<file path="src/rtl/core/bis_pkg.sv">
`default_nettype none

package bis_pkg;

    localparam int VALUE_W = 32;
    localparam int PROBE_W = 10;
    localparam int SHIFT_W = 12;

    // counts stick at all ones
    localparam logic [PROBE_W-1:0] PROBE_MAX = '1;
    localparam logic [SHIFT_W-1:0] SHIFT_MAX = '1;

    typedef struct packed {
        logic signed [VALUE_W-1:0] value;
        logic                      is_last;
    } item_t;

    typedef struct packed {
        logic signed [VALUE_W-1:0] sorted_value;
        logic                      is_final;
        logic [PROBE_W-1:0]        compare_count;
        logic [SHIFT_W-1:0]        move_count;
        logic                      overflowed;
    } result_t;

    typedef struct packed {
        logic accept;
        logic probe_issue;
        logic probe_resolve;
        logic shift_init;
        logic shift_run;
        logic place;
        logic emit_issue;
        logic emit_load;
    } cmd_t;

    typedef struct packed {
        logic full;
        logic empty;
        logic in_last;
        logic item_last;
        logic search_more;
        logic no_shift;
        logic shift_done;
        logic emit_final;
        logic out_free;
    } status_t;

endpackage

`default_nettype wire

</file>
<file path="src/rtl/core/bis_stream_if.sv">
`default_nettype none

interface bis_stream_if #(
    parameter type payload_t = logic
);
    logic     valid;
    logic     ready;
    payload_t payload;

    modport source (output valid, output payload, input ready);
    modport sink (input valid, input payload, output ready);
endinterface

`default_nettype wire

</file>
<file path="src/rtl/core/bis_ctrl.sv">
`default_nettype none

module bis_ctrl
    import bis_pkg::*;
(
    input  logic    clk,
    input  logic    rst_n,
    input  logic    item_valid,
    output logic    item_ready,
    input  status_t status,
    output cmd_t    cmd
);

    typedef enum logic [2:0] {
        S_IDLE,
        S_PROBE,
        S_RESOLVE,
        S_SHIFT,
        S_PLACE,
        S_EMIT_RD,
        S_EMIT_LOAD
    } state_t;

    state_t state_reg;
    state_t state_next;
    logic   ready_reg;

    always_comb
    begin
        cmd        = '0;
        state_next = state_reg;
        case (state_reg)
            S_IDLE:
            begin
                if (item_valid && ready_reg)
                begin
                    cmd.accept = 1'b1;
                    if (status.full)
                        state_next = status.in_last ? S_EMIT_RD : S_IDLE;
                    else if (status.empty)
                        state_next = S_PLACE;
                    else
                        state_next = S_PROBE;
                end
            end
            S_PROBE:
            begin
                cmd.probe_issue = 1'b1;
                state_next      = S_RESOLVE;
            end
            S_RESOLVE:
            begin
                cmd.probe_resolve = 1'b1;
                if (status.search_more)
                    state_next = S_PROBE;
                else if (status.no_shift)
                    state_next = S_PLACE;
                else
                begin
                    cmd.shift_init = 1'b1;
                    state_next     = S_SHIFT;
                end
            end
            S_SHIFT:
            begin
                cmd.shift_run = 1'b1;
                if (status.shift_done)
                    state_next = S_PLACE;
            end
            S_PLACE:
            begin
                cmd.place  = 1'b1;
                state_next = status.item_last ? S_EMIT_RD : S_IDLE;
            end
            S_EMIT_RD:
            begin
                cmd.emit_issue = 1'b1;
                state_next     = S_EMIT_LOAD;
            end
            S_EMIT_LOAD:
            begin
                if (status.out_free)
                begin
                    cmd.emit_load = 1'b1;
                    state_next    = status.emit_final ? S_IDLE : S_EMIT_RD;
                end
            end
            default:
            begin
                state_next = S_IDLE;
            end
        endcase
    end

    always_ff @(posedge clk or negedge rst_n)
    begin
        if (!rst_n)
        begin
            state_reg <= S_IDLE;
            ready_reg <= 1'b1;
        end
        else
        begin
            state_reg <= state_next;
            ready_reg <= (state_next == S_IDLE);
        end
    end

    assign item_ready = ready_reg;

endmodule

`default_nettype wire

</file>
<file path="src/rtl/core/bis_dpath.sv">
`default_nettype none

module bis_dpath
    import bis_pkg::*;
#(
    parameter int MAX_ELEMS = 64
)
(
    input  logic    clk,
    input  logic    rst_n,
    input  item_t   item_data,
    input  logic    result_ready,
    output logic    result_valid,
    output result_t result_data,
    input  cmd_t    cmd,
    output status_t status
);

    localparam int ADDR_W = (MAX_ELEMS > 1) ? $clog2(MAX_ELEMS) : 1;
    localparam int FILL_W = $clog2(MAX_ELEMS + 1);

    logic [VALUE_W-1:0] store_mem [MAX_ELEMS];

    logic signed [VALUE_W-1:0] value_reg, value_next;
    logic                      last_reg, last_next;
    logic [FILL_W-1:0]         fill_reg, fill_next;
    logic [FILL_W-1:0]         lo_reg, lo_next;
    logic [FILL_W-1:0]         hi_reg, hi_next;
    logic [ADDR_W-1:0]         mid_reg, mid_next;
    logic [PROBE_W-1:0]        probe_reg, probe_next;
    logic [SHIFT_W-1:0]        shift_reg, shift_next;
    logic                      ovf_reg, ovf_next;
    logic [ADDR_W-1:0]         rd_ptr_reg, rd_ptr_next;
    logic                      rd_active_reg, rd_active_next;
    logic                      wr_pend_reg, wr_pend_next;
    logic [ADDR_W-1:0]         wr_addr_reg, wr_addr_next;
    logic [ADDR_W-1:0]         emit_ptr_reg, emit_ptr_next;
    logic                      out_valid_reg, out_valid_next;
    result_t                   out_reg;
    logic [VALUE_W-1:0]        rdata_reg;

    logic [FILL_W:0]    mid_sum;
    logic [ADDR_W-1:0]  mid;
    logic               probe_greater;
    logic [FILL_W-1:0]  lo_res;
    logic [FILL_W-1:0]  hi_res;
    logic               rd_en;
    logic [ADDR_W-1:0]  rd_addr;
    logic               mem_we;
    logic [ADDR_W-1:0]  mem_waddr;
    logic [VALUE_W-1:0] mem_wdata;
    logic               emit_final;

    // midpoint of the half-open window [lo, hi)
    assign mid_sum = {1'b0, lo_reg} + {1'b0, hi_reg} - {{FILL_W{1'b0}}, 1'b1};
    assign mid     = mid_sum[ADDR_W:1];

    // equal keys go right, so the sort stays stable
    assign probe_greater = $signed(rdata_reg) > value_reg;
    assign lo_res        = probe_greater ? lo_reg : FILL_W'(mid_reg) + FILL_W'(1);
    assign hi_res        = probe_greater ? FILL_W'(mid_reg) : hi_reg;

    assign emit_final = (FILL_W'(emit_ptr_reg) + FILL_W'(1)) == fill_reg;

    always_comb
    begin
        rd_en   = 1'b0;
        rd_addr = emit_ptr_reg;
        if (cmd.probe_issue)
        begin
            rd_en   = 1'b1;
            rd_addr = mid;
        end
        else if (cmd.shift_run && rd_active_reg)
        begin
            rd_en   = 1'b1;
            rd_addr = rd_ptr_reg;
        end
        else if (cmd.emit_issue)
        begin
            rd_en = 1'b1;
        end
    end

    always_comb
    begin
        mem_we    = 1'b0;
        mem_waddr = wr_addr_reg;
        mem_wdata = rdata_reg;
        if (cmd.shift_run && wr_pend_reg)
        begin
            mem_we = 1'b1;
        end
        else if (cmd.place)
        begin
            mem_we    = 1'b1;
            mem_waddr = lo_reg[ADDR_W-1:0];
            mem_wdata = value_reg;
        end
    end

    always_ff @(posedge clk)
    begin
        if (mem_we)
            store_mem[mem_waddr] <= mem_wdata;
        if (rd_en)
            rdata_reg <= store_mem[rd_addr];
    end

    always_comb
    begin
        value_next     = value_reg;
        last_next      = last_reg;
        fill_next      = fill_reg;
        lo_next        = lo_reg;
        hi_next        = hi_reg;
        mid_next       = mid_reg;
        probe_next     = probe_reg;
        shift_next     = shift_reg;
        ovf_next       = ovf_reg;
        rd_ptr_next    = rd_ptr_reg;
        rd_active_next = rd_active_reg;
        wr_addr_next   = wr_addr_reg;
        emit_ptr_next  = emit_ptr_reg;
        out_valid_next = out_valid_reg;
        wr_pend_next   = cmd.shift_run && rd_active_reg;

        if (cmd.accept)
        begin
            value_next = item_data.value;
            last_next  = item_data.is_last;
            lo_next    = '0;
            hi_next    = fill_reg;
            if (status.full)
                ovf_next = 1'b1;
        end

        if (cmd.probe_issue)
        begin
            mid_next = mid;
            if (probe_reg != PROBE_MAX)
                probe_next = probe_reg + PROBE_W'(1);
        end

        if (cmd.probe_resolve)
        begin
            lo_next = lo_res;
            hi_next = hi_res;
        end

        if (cmd.shift_init)
        begin
            rd_ptr_next    = ADDR_W'(fill_reg - FILL_W'(1));
            rd_active_next = 1'b1;
        end

        // read at ptr while the previously read word lands one place up
        if (cmd.shift_run)
        begin
            if (rd_active_reg)
            begin
                wr_addr_next   = rd_ptr_reg + ADDR_W'(1);
                rd_active_next = FILL_W'(rd_ptr_reg) != lo_reg;
                rd_ptr_next    = rd_ptr_reg - ADDR_W'(1);
            end
            if (wr_pend_reg && shift_reg != SHIFT_MAX)
                shift_next = shift_reg + SHIFT_W'(1);
        end

        if (cmd.place)
            fill_next = fill_reg + FILL_W'(1);

        if (cmd.emit_load)
        begin
            out_valid_next = 1'b1;
            if (emit_final)
            begin
                emit_ptr_next = '0;
                fill_next     = '0;
                probe_next    = '0;
                shift_next    = '0;
                ovf_next      = 1'b0;
            end
            else
            begin
                emit_ptr_next = emit_ptr_reg + ADDR_W'(1);
            end
        end
        else if (result_ready)
        begin
            out_valid_next = 1'b0;
        end
    end

    always_ff @(posedge clk or negedge rst_n)
    begin
        if (!rst_n)
        begin
            fill_reg      <= '0;
            probe_reg     <= '0;
            shift_reg     <= '0;
            ovf_reg       <= 1'b0;
            rd_active_reg <= 1'b0;
            wr_pend_reg   <= 1'b0;
            emit_ptr_reg  <= '0;
            out_valid_reg <= 1'b0;
        end
        else
        begin
            fill_reg      <= fill_next;
            probe_reg     <= probe_next;
            shift_reg     <= shift_next;
            ovf_reg       <= ovf_next;
            rd_active_reg <= rd_active_next;
            wr_pend_reg   <= wr_pend_next;
            emit_ptr_reg  <= emit_ptr_next;
            out_valid_reg <= out_valid_next;
        end
    end

    always_ff @(posedge clk)
    begin
        value_reg   <= value_next;
        last_reg    <= last_next;
        lo_reg      <= lo_next;
        hi_reg      <= hi_next;
        mid_reg     <= mid_next;
        rd_ptr_reg  <= rd_ptr_next;
        wr_addr_reg <= wr_addr_next;
        if (cmd.emit_load)
        begin
            out_reg.sorted_value  <= $signed(rdata_reg);
            out_reg.is_final      <= emit_final;
            out_reg.compare_count <= probe_reg;
            out_reg.move_count    <= shift_reg;
            out_reg.overflowed    <= ovf_reg;
        end
    end

    assign status.full        = fill_reg == FILL_W'(MAX_ELEMS);
    assign status.empty       = fill_reg == '0;
    assign status.in_last     = item_data.is_last;
    assign status.item_last   = last_reg;
    assign status.search_more = lo_res < hi_res;
    assign status.no_shift    = lo_res == fill_reg;
    assign status.shift_done  = wr_pend_reg && !rd_active_reg;
    assign status.emit_final  = emit_final;
    assign status.out_free    = !out_valid_reg || result_ready;

    assign result_valid = out_valid_reg;
    assign result_data  = out_reg;

endmodule

`default_nettype wire

</file>
<file path="src/rtl/core/binary_insertion_sorter.sv">
// channel   dir   payload                                                         beat
// item      in    value[31:0] signed, is_last                                     valid && ready
// result    out   sorted_value[31:0] signed, is_final, compare_count[9:0],
//                 move_count[11:0], overflowed                                    valid && ready
//
// an insert runs the accept, each probe and resolve, the shift (only if entries move) and
// the final write in turn; the store has one read and one write port
// an item meeting a full store is dropped; the drain reads, then loads, each result beat
// reset clears counts, fill, flags and the emit pointer; the store stays unknown until written
// item ready is low while an insert or drain runs; a stalled result holds the drain
// and a new item is taken while the final result beat still waits
`default_nettype none

module binary_insertion_sorter
    import bis_pkg::*;
#(
    parameter int MAX_ELEMS = 64
)
(
    input  logic         clk,
    input  logic         rst_n,
    bis_stream_if.sink   item,
    bis_stream_if.source result
);

    cmd_t    cmd;
    status_t status;
    item_t   item_data;
    result_t result_data;

    assign item_data      = item.payload;
    assign result.payload = result_data;

    bis_ctrl u_ctrl (
        .clk        (clk),
        .rst_n      (rst_n),
        .item_valid (item.valid),
        .item_ready (item.ready),
        .status     (status),
        .cmd        (cmd)
    );

    bis_dpath #(
        .MAX_ELEMS (MAX_ELEMS)
    ) u_dpath (
        .clk          (clk),
        .rst_n        (rst_n),
        .item_data    (item_data),
        .result_ready (result.ready),
        .result_valid (result.valid),
        .result_data  (result_data),
        .cmd          (cmd),
        .status       (status)
    );

endmodule

`default_nettype wire

</file>
<file path="src/flat_wrapper.sv">
// flat-port wrapper written by rule: the top's interface ports become plain ports
module binary_insertion_sorter_flat import bis_pkg::*;
#(
    parameter int MAX_ELEMS = 64
)
  (clk, rst_n, item_valid, item_payload, item_ready, result_valid, result_payload, result_ready);
  bis_stream_if item_i ();
  bis_stream_if result_i ();
  input  logic clk;
  input  logic rst_n;
  input wire logic [$bits(item_i.valid)-1:0] item_valid;
  input wire logic [$bits(item_i.payload)-1:0] item_payload;
  output wire logic [$bits(item_i.ready)-1:0] item_ready;
  output wire logic [$bits(result_i.valid)-1:0] result_valid;
  output wire logic [$bits(result_i.payload)-1:0] result_payload;
  input wire logic [$bits(result_i.ready)-1:0] result_ready;
  assign item_i.valid = item_valid;
  assign item_i.payload = item_payload;
  assign item_ready = item_i.ready;
  assign result_valid = result_i.valid;
  assign result_payload = result_i.payload;
  assign result_i.ready = result_ready;
  binary_insertion_sorter #(.MAX_ELEMS(MAX_ELEMS)) u_core (.clk(clk), .rst_n(rst_n), .item(item_i), .result(result_i));
endmodule
</file>
<file path="config.mk">
export PLATFORM = sky130hd
export DESIGN_NAME = binary_insertion_sorter_flat
export DESIGN_NICKNAME = d
export VERILOG_FILES = /design/src/rtl/core/bis_pkg.sv /design/src/rtl/core/bis_stream_if.sv /design/src/rtl/core/bis_ctrl.sv /design/src/rtl/core/bis_dpath.sv /design/src/rtl/core/binary_insertion_sorter.sv /design/src/flat_wrapper.sv
export SDC_FILE = /design/constraint.sdc
export NUM_CORES = 2
export LEC_CHECK = 0
export BUFFER_PORTS_ARGS = -buffer_cell sky130_fd_sc_hd__buf_2
export CAP_MARGIN = 10
export CORE_ASPECT_RATIO = 1.75
export CORE_MARGIN = 2
export CORE_UTILIZATION = 37
export DETAILED_ROUTE_END_ITERATION = 10
export PLACE_DENSITY = 0.5
export SLEW_MARGIN = 25
export SYNTH_ARGS = -nofsm -noshare
export SYNTH_HDL_FRONTEND = slang
export SYNTH_HIERARCHICAL = 1
export SYNTH_SLANG_ARGS = --single-unit
</file>
<file path="constraint.sdc">
create_clock -name clk -period 6.9 [get_ports clk]
set_clock_uncertainty 0.1 [all_clocks]
set_input_delay 1.725 -clock clk [delete_from_list [all_inputs] [get_ports clk]]
set_output_delay 1.725 -clock clk [all_outputs]
set_load 0.1 [all_outputs]
</file>
# Word-level counts from Yosys, hierarchy flattened
# Memory sizes are Yosys's and may differ from the RTL's. A register that Yosys moved wholly into a read port is not among the register bits.
# Index checks and enable logic that the tools add are counted.
[totals] word_cells=107 ff_bits=55 n_memories=1 mem_bits_rw=2048
[mem_list] name="u_core.u_dpath.store_mem" words=64 width=32 rd=1 rd_ports_with_merged_regs=1 wr=1 line_no="bis_dpath.sv:22" source="logic [VALUE_W-1:0] store_mem [MAX_ELEMS];"
[classes] n_reduce_logical=13 n_eq_ne=10 n_addsub=9 muxes=57 n_lt_le_gt_ge=2
[ops] op="32-bit two-way mux" n=2
[ops] op="7-bit two-way mux" n=9
[ops] op="6-bit two-way mux" n=8
[ops] op="32-bit by 1-bit greater-than comparator with 1-bit output, second input constant" n=1
[ops] op="3-bit two-way mux" n=10
[ops] op="1-bit two-way mux" n=26
[ops] op="3-bit case mux with 7 select lines" n=1
[ops] op="6-bit by 1-bit adder with 7-bit output, second input constant" n=2
[ops] op="7-bit equality test" n=2
[ops] op="6-bit by 1-bit adder with 6-bit output, second input constant" n=2
[ops] op="6-bit by 1-bit subtractor with 6-bit output, second input constant" n=2
[ops] op="3-bit equality test, second input constant" n=3
[ops] op="7-bit by 1-bit adder with 7-bit output, second input constant" n=1
[ops] op="7-bit adder" n=1
[ops] op="7-bit equality test, second input constant" n=1
[ops] op="7-bit logical NOT" n=1
[ops] op="7-bit less-than comparator" n=1
[ops] op="6-bit by 7-bit != test with 1-bit output" n=1
[ops] op="7-bit by 1-bit subtractor with 7-bit output, second input constant" n=1
[ops] op="3-bit by 2-bit equality test with 1-bit output, second input constant" n=2
[ops] op="3-bit logical NOT" n=2
[ops] op="1-bit logical AND" n=4
[ops] op="2-bit nonzero test" n=2
[ops] op="3-bit by 1-bit equality test with 1-bit output, second input constant" n=1
[ops] op="other kinds (4)" n=5

# Depth between registers and ports, before layout
[depth] ltp_word=9 mapped_depth=23 ltp_nobuf=22

# Hierarchy
# The synthesis kept the hierarchy.
[by_module_without_submodules] mod="bis_dpath" n_inst=1 cells_each=4127 seq_area_each_um2=67009.3 area_each_um2=88477.4
[by_module_without_submodules] mod="bis_ctrl" n_inst=1 cells_each=46 seq_area_each_um2=101.3 area_each_um2=372.9
[by_module_without_submodules] mod="binary_insertion_sorter" n_inst=1 cells_each=1 seq_area_each_um2=0.0 area_each_um2=3.8

# Worst setup path after synthesis
# Ideal clock, no wire load.
[synth_path] path_kind="register to register" from="reg u_core.u_ctrl.state_reg[1]" to="mem u_core.u_dpath.store_mem[0][31], data pin" t_required_ns=6.098 stages_incl_launch_ff=9 setup_slack_ns=1.836 setup_time_ns=0.702 path_buffers=4 arrival_time_ns=4.262 cell_sequence="dfrtp_1 -> buf_2 -> nand2b_1 -> nor2_1 -> clkbuf_1 -> nand2_1 -> clkbuf_1 -> clkbuf_1 -> o21ai_0"
[synth_rtl] item="start: declaration" line_no="bis_ctrl.sv:24" source="state_t state_reg;"
[synth_rtl] item="start signal: assignment" line_no="bis_ctrl.sv:104" source="state_reg <= state_next;"
[synth_rtl] item="end: declaration" line_no="bis_dpath.sv:22"

==> reports/qor.yml <==
setup_viol: 0
start_kind: "flip-flop"
drv_cap: 0
fin_nets: 4288
cts-root-buf: "clkbuf_16"
cp_max_fo: 23
wl_um: 230400
area_growth_pct: 13.87
row_count: 234
drive_gt1_share_pct: 24.78
dieArea_sq_mm: 0.2369
coreArea_sq_mm: 0.2319
clk_transition_reported_paths_ns: 0.07
drc: 0
start_util_pct: 37.16
grt_usage_pct: 19.40
firstDrtPassIters: 6
overflow: 0
post-route-period-util_pct: 84.10
die_height_um: 642.4
crit_type: "flip-flop to flip-flop"
yosysWarningCount: 6
post_cts.repair.setup_buffers: 0
grt_pass1_wl_um: 327100
largest_reg_flops: 2048
gp_congestion: 0.8631
clock_latency_ns: 0.84
min_period_ns: 5.803
drt_iter0_drc: 3253
hold_path_depth: 0
synth.avg_cell_area_sq_um: 21.47
nFillCells: 20180
wl_met2_um: 130500
reg2reg_slack_ns: 1.10
cts_tree: "yes"
worst-path-buf-inv: 0
dp.cells: 7088
postCtsHoldBufs: 0
max_stage_delay_ns: 0.74
antenna_found_initial: 5
num_vias: 40090
slew_viol_final: 0
grt_max_degree: 92
portBuffers: 7
cp.depth: 18
worst_pin_slew_ns: 1.132
vias_per_cell: 5.377
final_hold_viol_count: 0
cp_slowest_cell: "nor4bb_1"
status: "finished clean"
arrival_ns: 6.43
cts_buffers: 202
hold_slack_ns: 0.3547
max_freq_mhz: 172.3
multi_input_area_sq_mm: 0.02106
crit_family: "simple AND/OR/NAND/NOR gates"
stdcell_count: 7456
syn_inst: 4012
crit_path_end_kind: "flip-flop"
ios: 8
cts_max_level: 4
die_x_um: 368.8
regArea_sq_mm: 0.06491
met1_length_um: 85170
reg2regPathDepth: 18
wl_per_cell_um: 30.91
crit_chain: "ha_1, nand4_1, nor4bb_1, nand2_1, o221ai_2, o311ai_2, nand2_2, mux2_2, ha_1, nand4_1, o21ai_0, o21ai_0, nor4b_1, nor2b_1, nand2_1, nor3_1, a21oi_1, o41ai_1"
clk_path_buf_depth: 4
grt_pass1_vias: 42850
dpl.hpwl_um: 142300
cts_resized: 0
cts_num_sinks: 2167
fin_tns_setup_ns: 0
hold_path.class: "flip-flop to flip-flop"
mappedNetlistArea_sq_mm: 0.08616
ant_nets: 0
relSlewSlack_pct: 22.35
grt_setup_unrepaired: "false"
crit_required_ns: 7.53
top_layer: "met4"
route.met3.wl_um: 7268
per-stage QoR:
stage | util [%] | instance area, sq um | setup slack, ns
floorplan | - | 86270 | 1.836
global placement | 39.54 | 91680 | 0.8471
detailed placement | 39.59 | 91810 | 1.138
CTS | 42.27 | 98030 | 1.097
global route | 42.31 | 98100 | 0.6684
finish | 42.31 | 98110 | 1.097
area by class of cell:
type / count / area share (%)
Timing Repair Buffer: 186 / 1.872
Tap cell: 3068 / 3.913
Multi-Input combinational cell: 1604 / 21.46
Clock inverter: 117 / 0.8609
Sequential cell: 2167 / 66.16
Clock buffer: 246 / 5.471
Inverter: 66 / 0.2525
Antenna cell: 2 / 0.005101
final timing paths:
kind / startpoint / endpoint
worst min-delay path: u_core/u_dpath/ovf_reg$_DFF_PN0_ / u_core/u_dpath/result_data[0]$_DFFE_PP_
max in group asynchronous: rst_n / u_core/u_dpath/fill_reg[3]$_DFF_PN0_
worst max register to register: u_core/u_dpath/rdata_reg[31]$_DFFE_PP_ / u_core/u_dpath/rd_ptr_reg[4]$_DFF_P_
min in group asynchronous: rst_n / u_core/u_dpath/result_valid$_DFFE_PN0P_
worst min register to register: u_core/u_dpath/ovf_reg$_DFF_PN0_ / u_core/u_dpath/result_data[0]$_DFFE_PP_
worst max-delay path: u_core/u_dpath/rdata_reg[31]$_DFFE_PP_ / u_core/u_dpath/rd_ptr_reg[4]$_DFF_P_
cell usage in the layout (no fill, tap or decap), types with 6 or more instances in the layout:
cell type	instances
conb_1	32
a21oi_1	40
buf_2	7
o31ai_1	6
buf_4	146
o21ai_0	19
nor2_1	46
clkbuf_1	36
xor2_1	15
nand4_1	10
and3_1	7
clkinv_1	65
clkbuf_16	208
clkinv_2	31
buf_16	6
inv_1	65
dfxtp_1	6
buf_12	27
nand2b_1	14
nand3_1	23
ha_1	55
o21ai_4	34
mux2i_1	494
and4_1	6
nor2_4	65
mux4_2	512
bufinv_16	12
and2_1	15
edfxtp_1	2140
xnor2_1	26
nand2_1	93
a21o_1	7
nor3_1	6
dfrtp_1	20
per-layer routing:
| metal | GRT usage (%) | vias up |
|---|---|---|
| met5 | 0 | - |
| met2 | 37.58 | 798 |
| met4 | 6.029 | 0 |
| met3 | 2.036 | 314 |
| li1 | - | 16990 |
| met1 | 22.01 | 22000 |
Power is left out: the tool's default activity adds up to more than one toggle a clock period on the data nets, which glitch-free logic cannot reach.
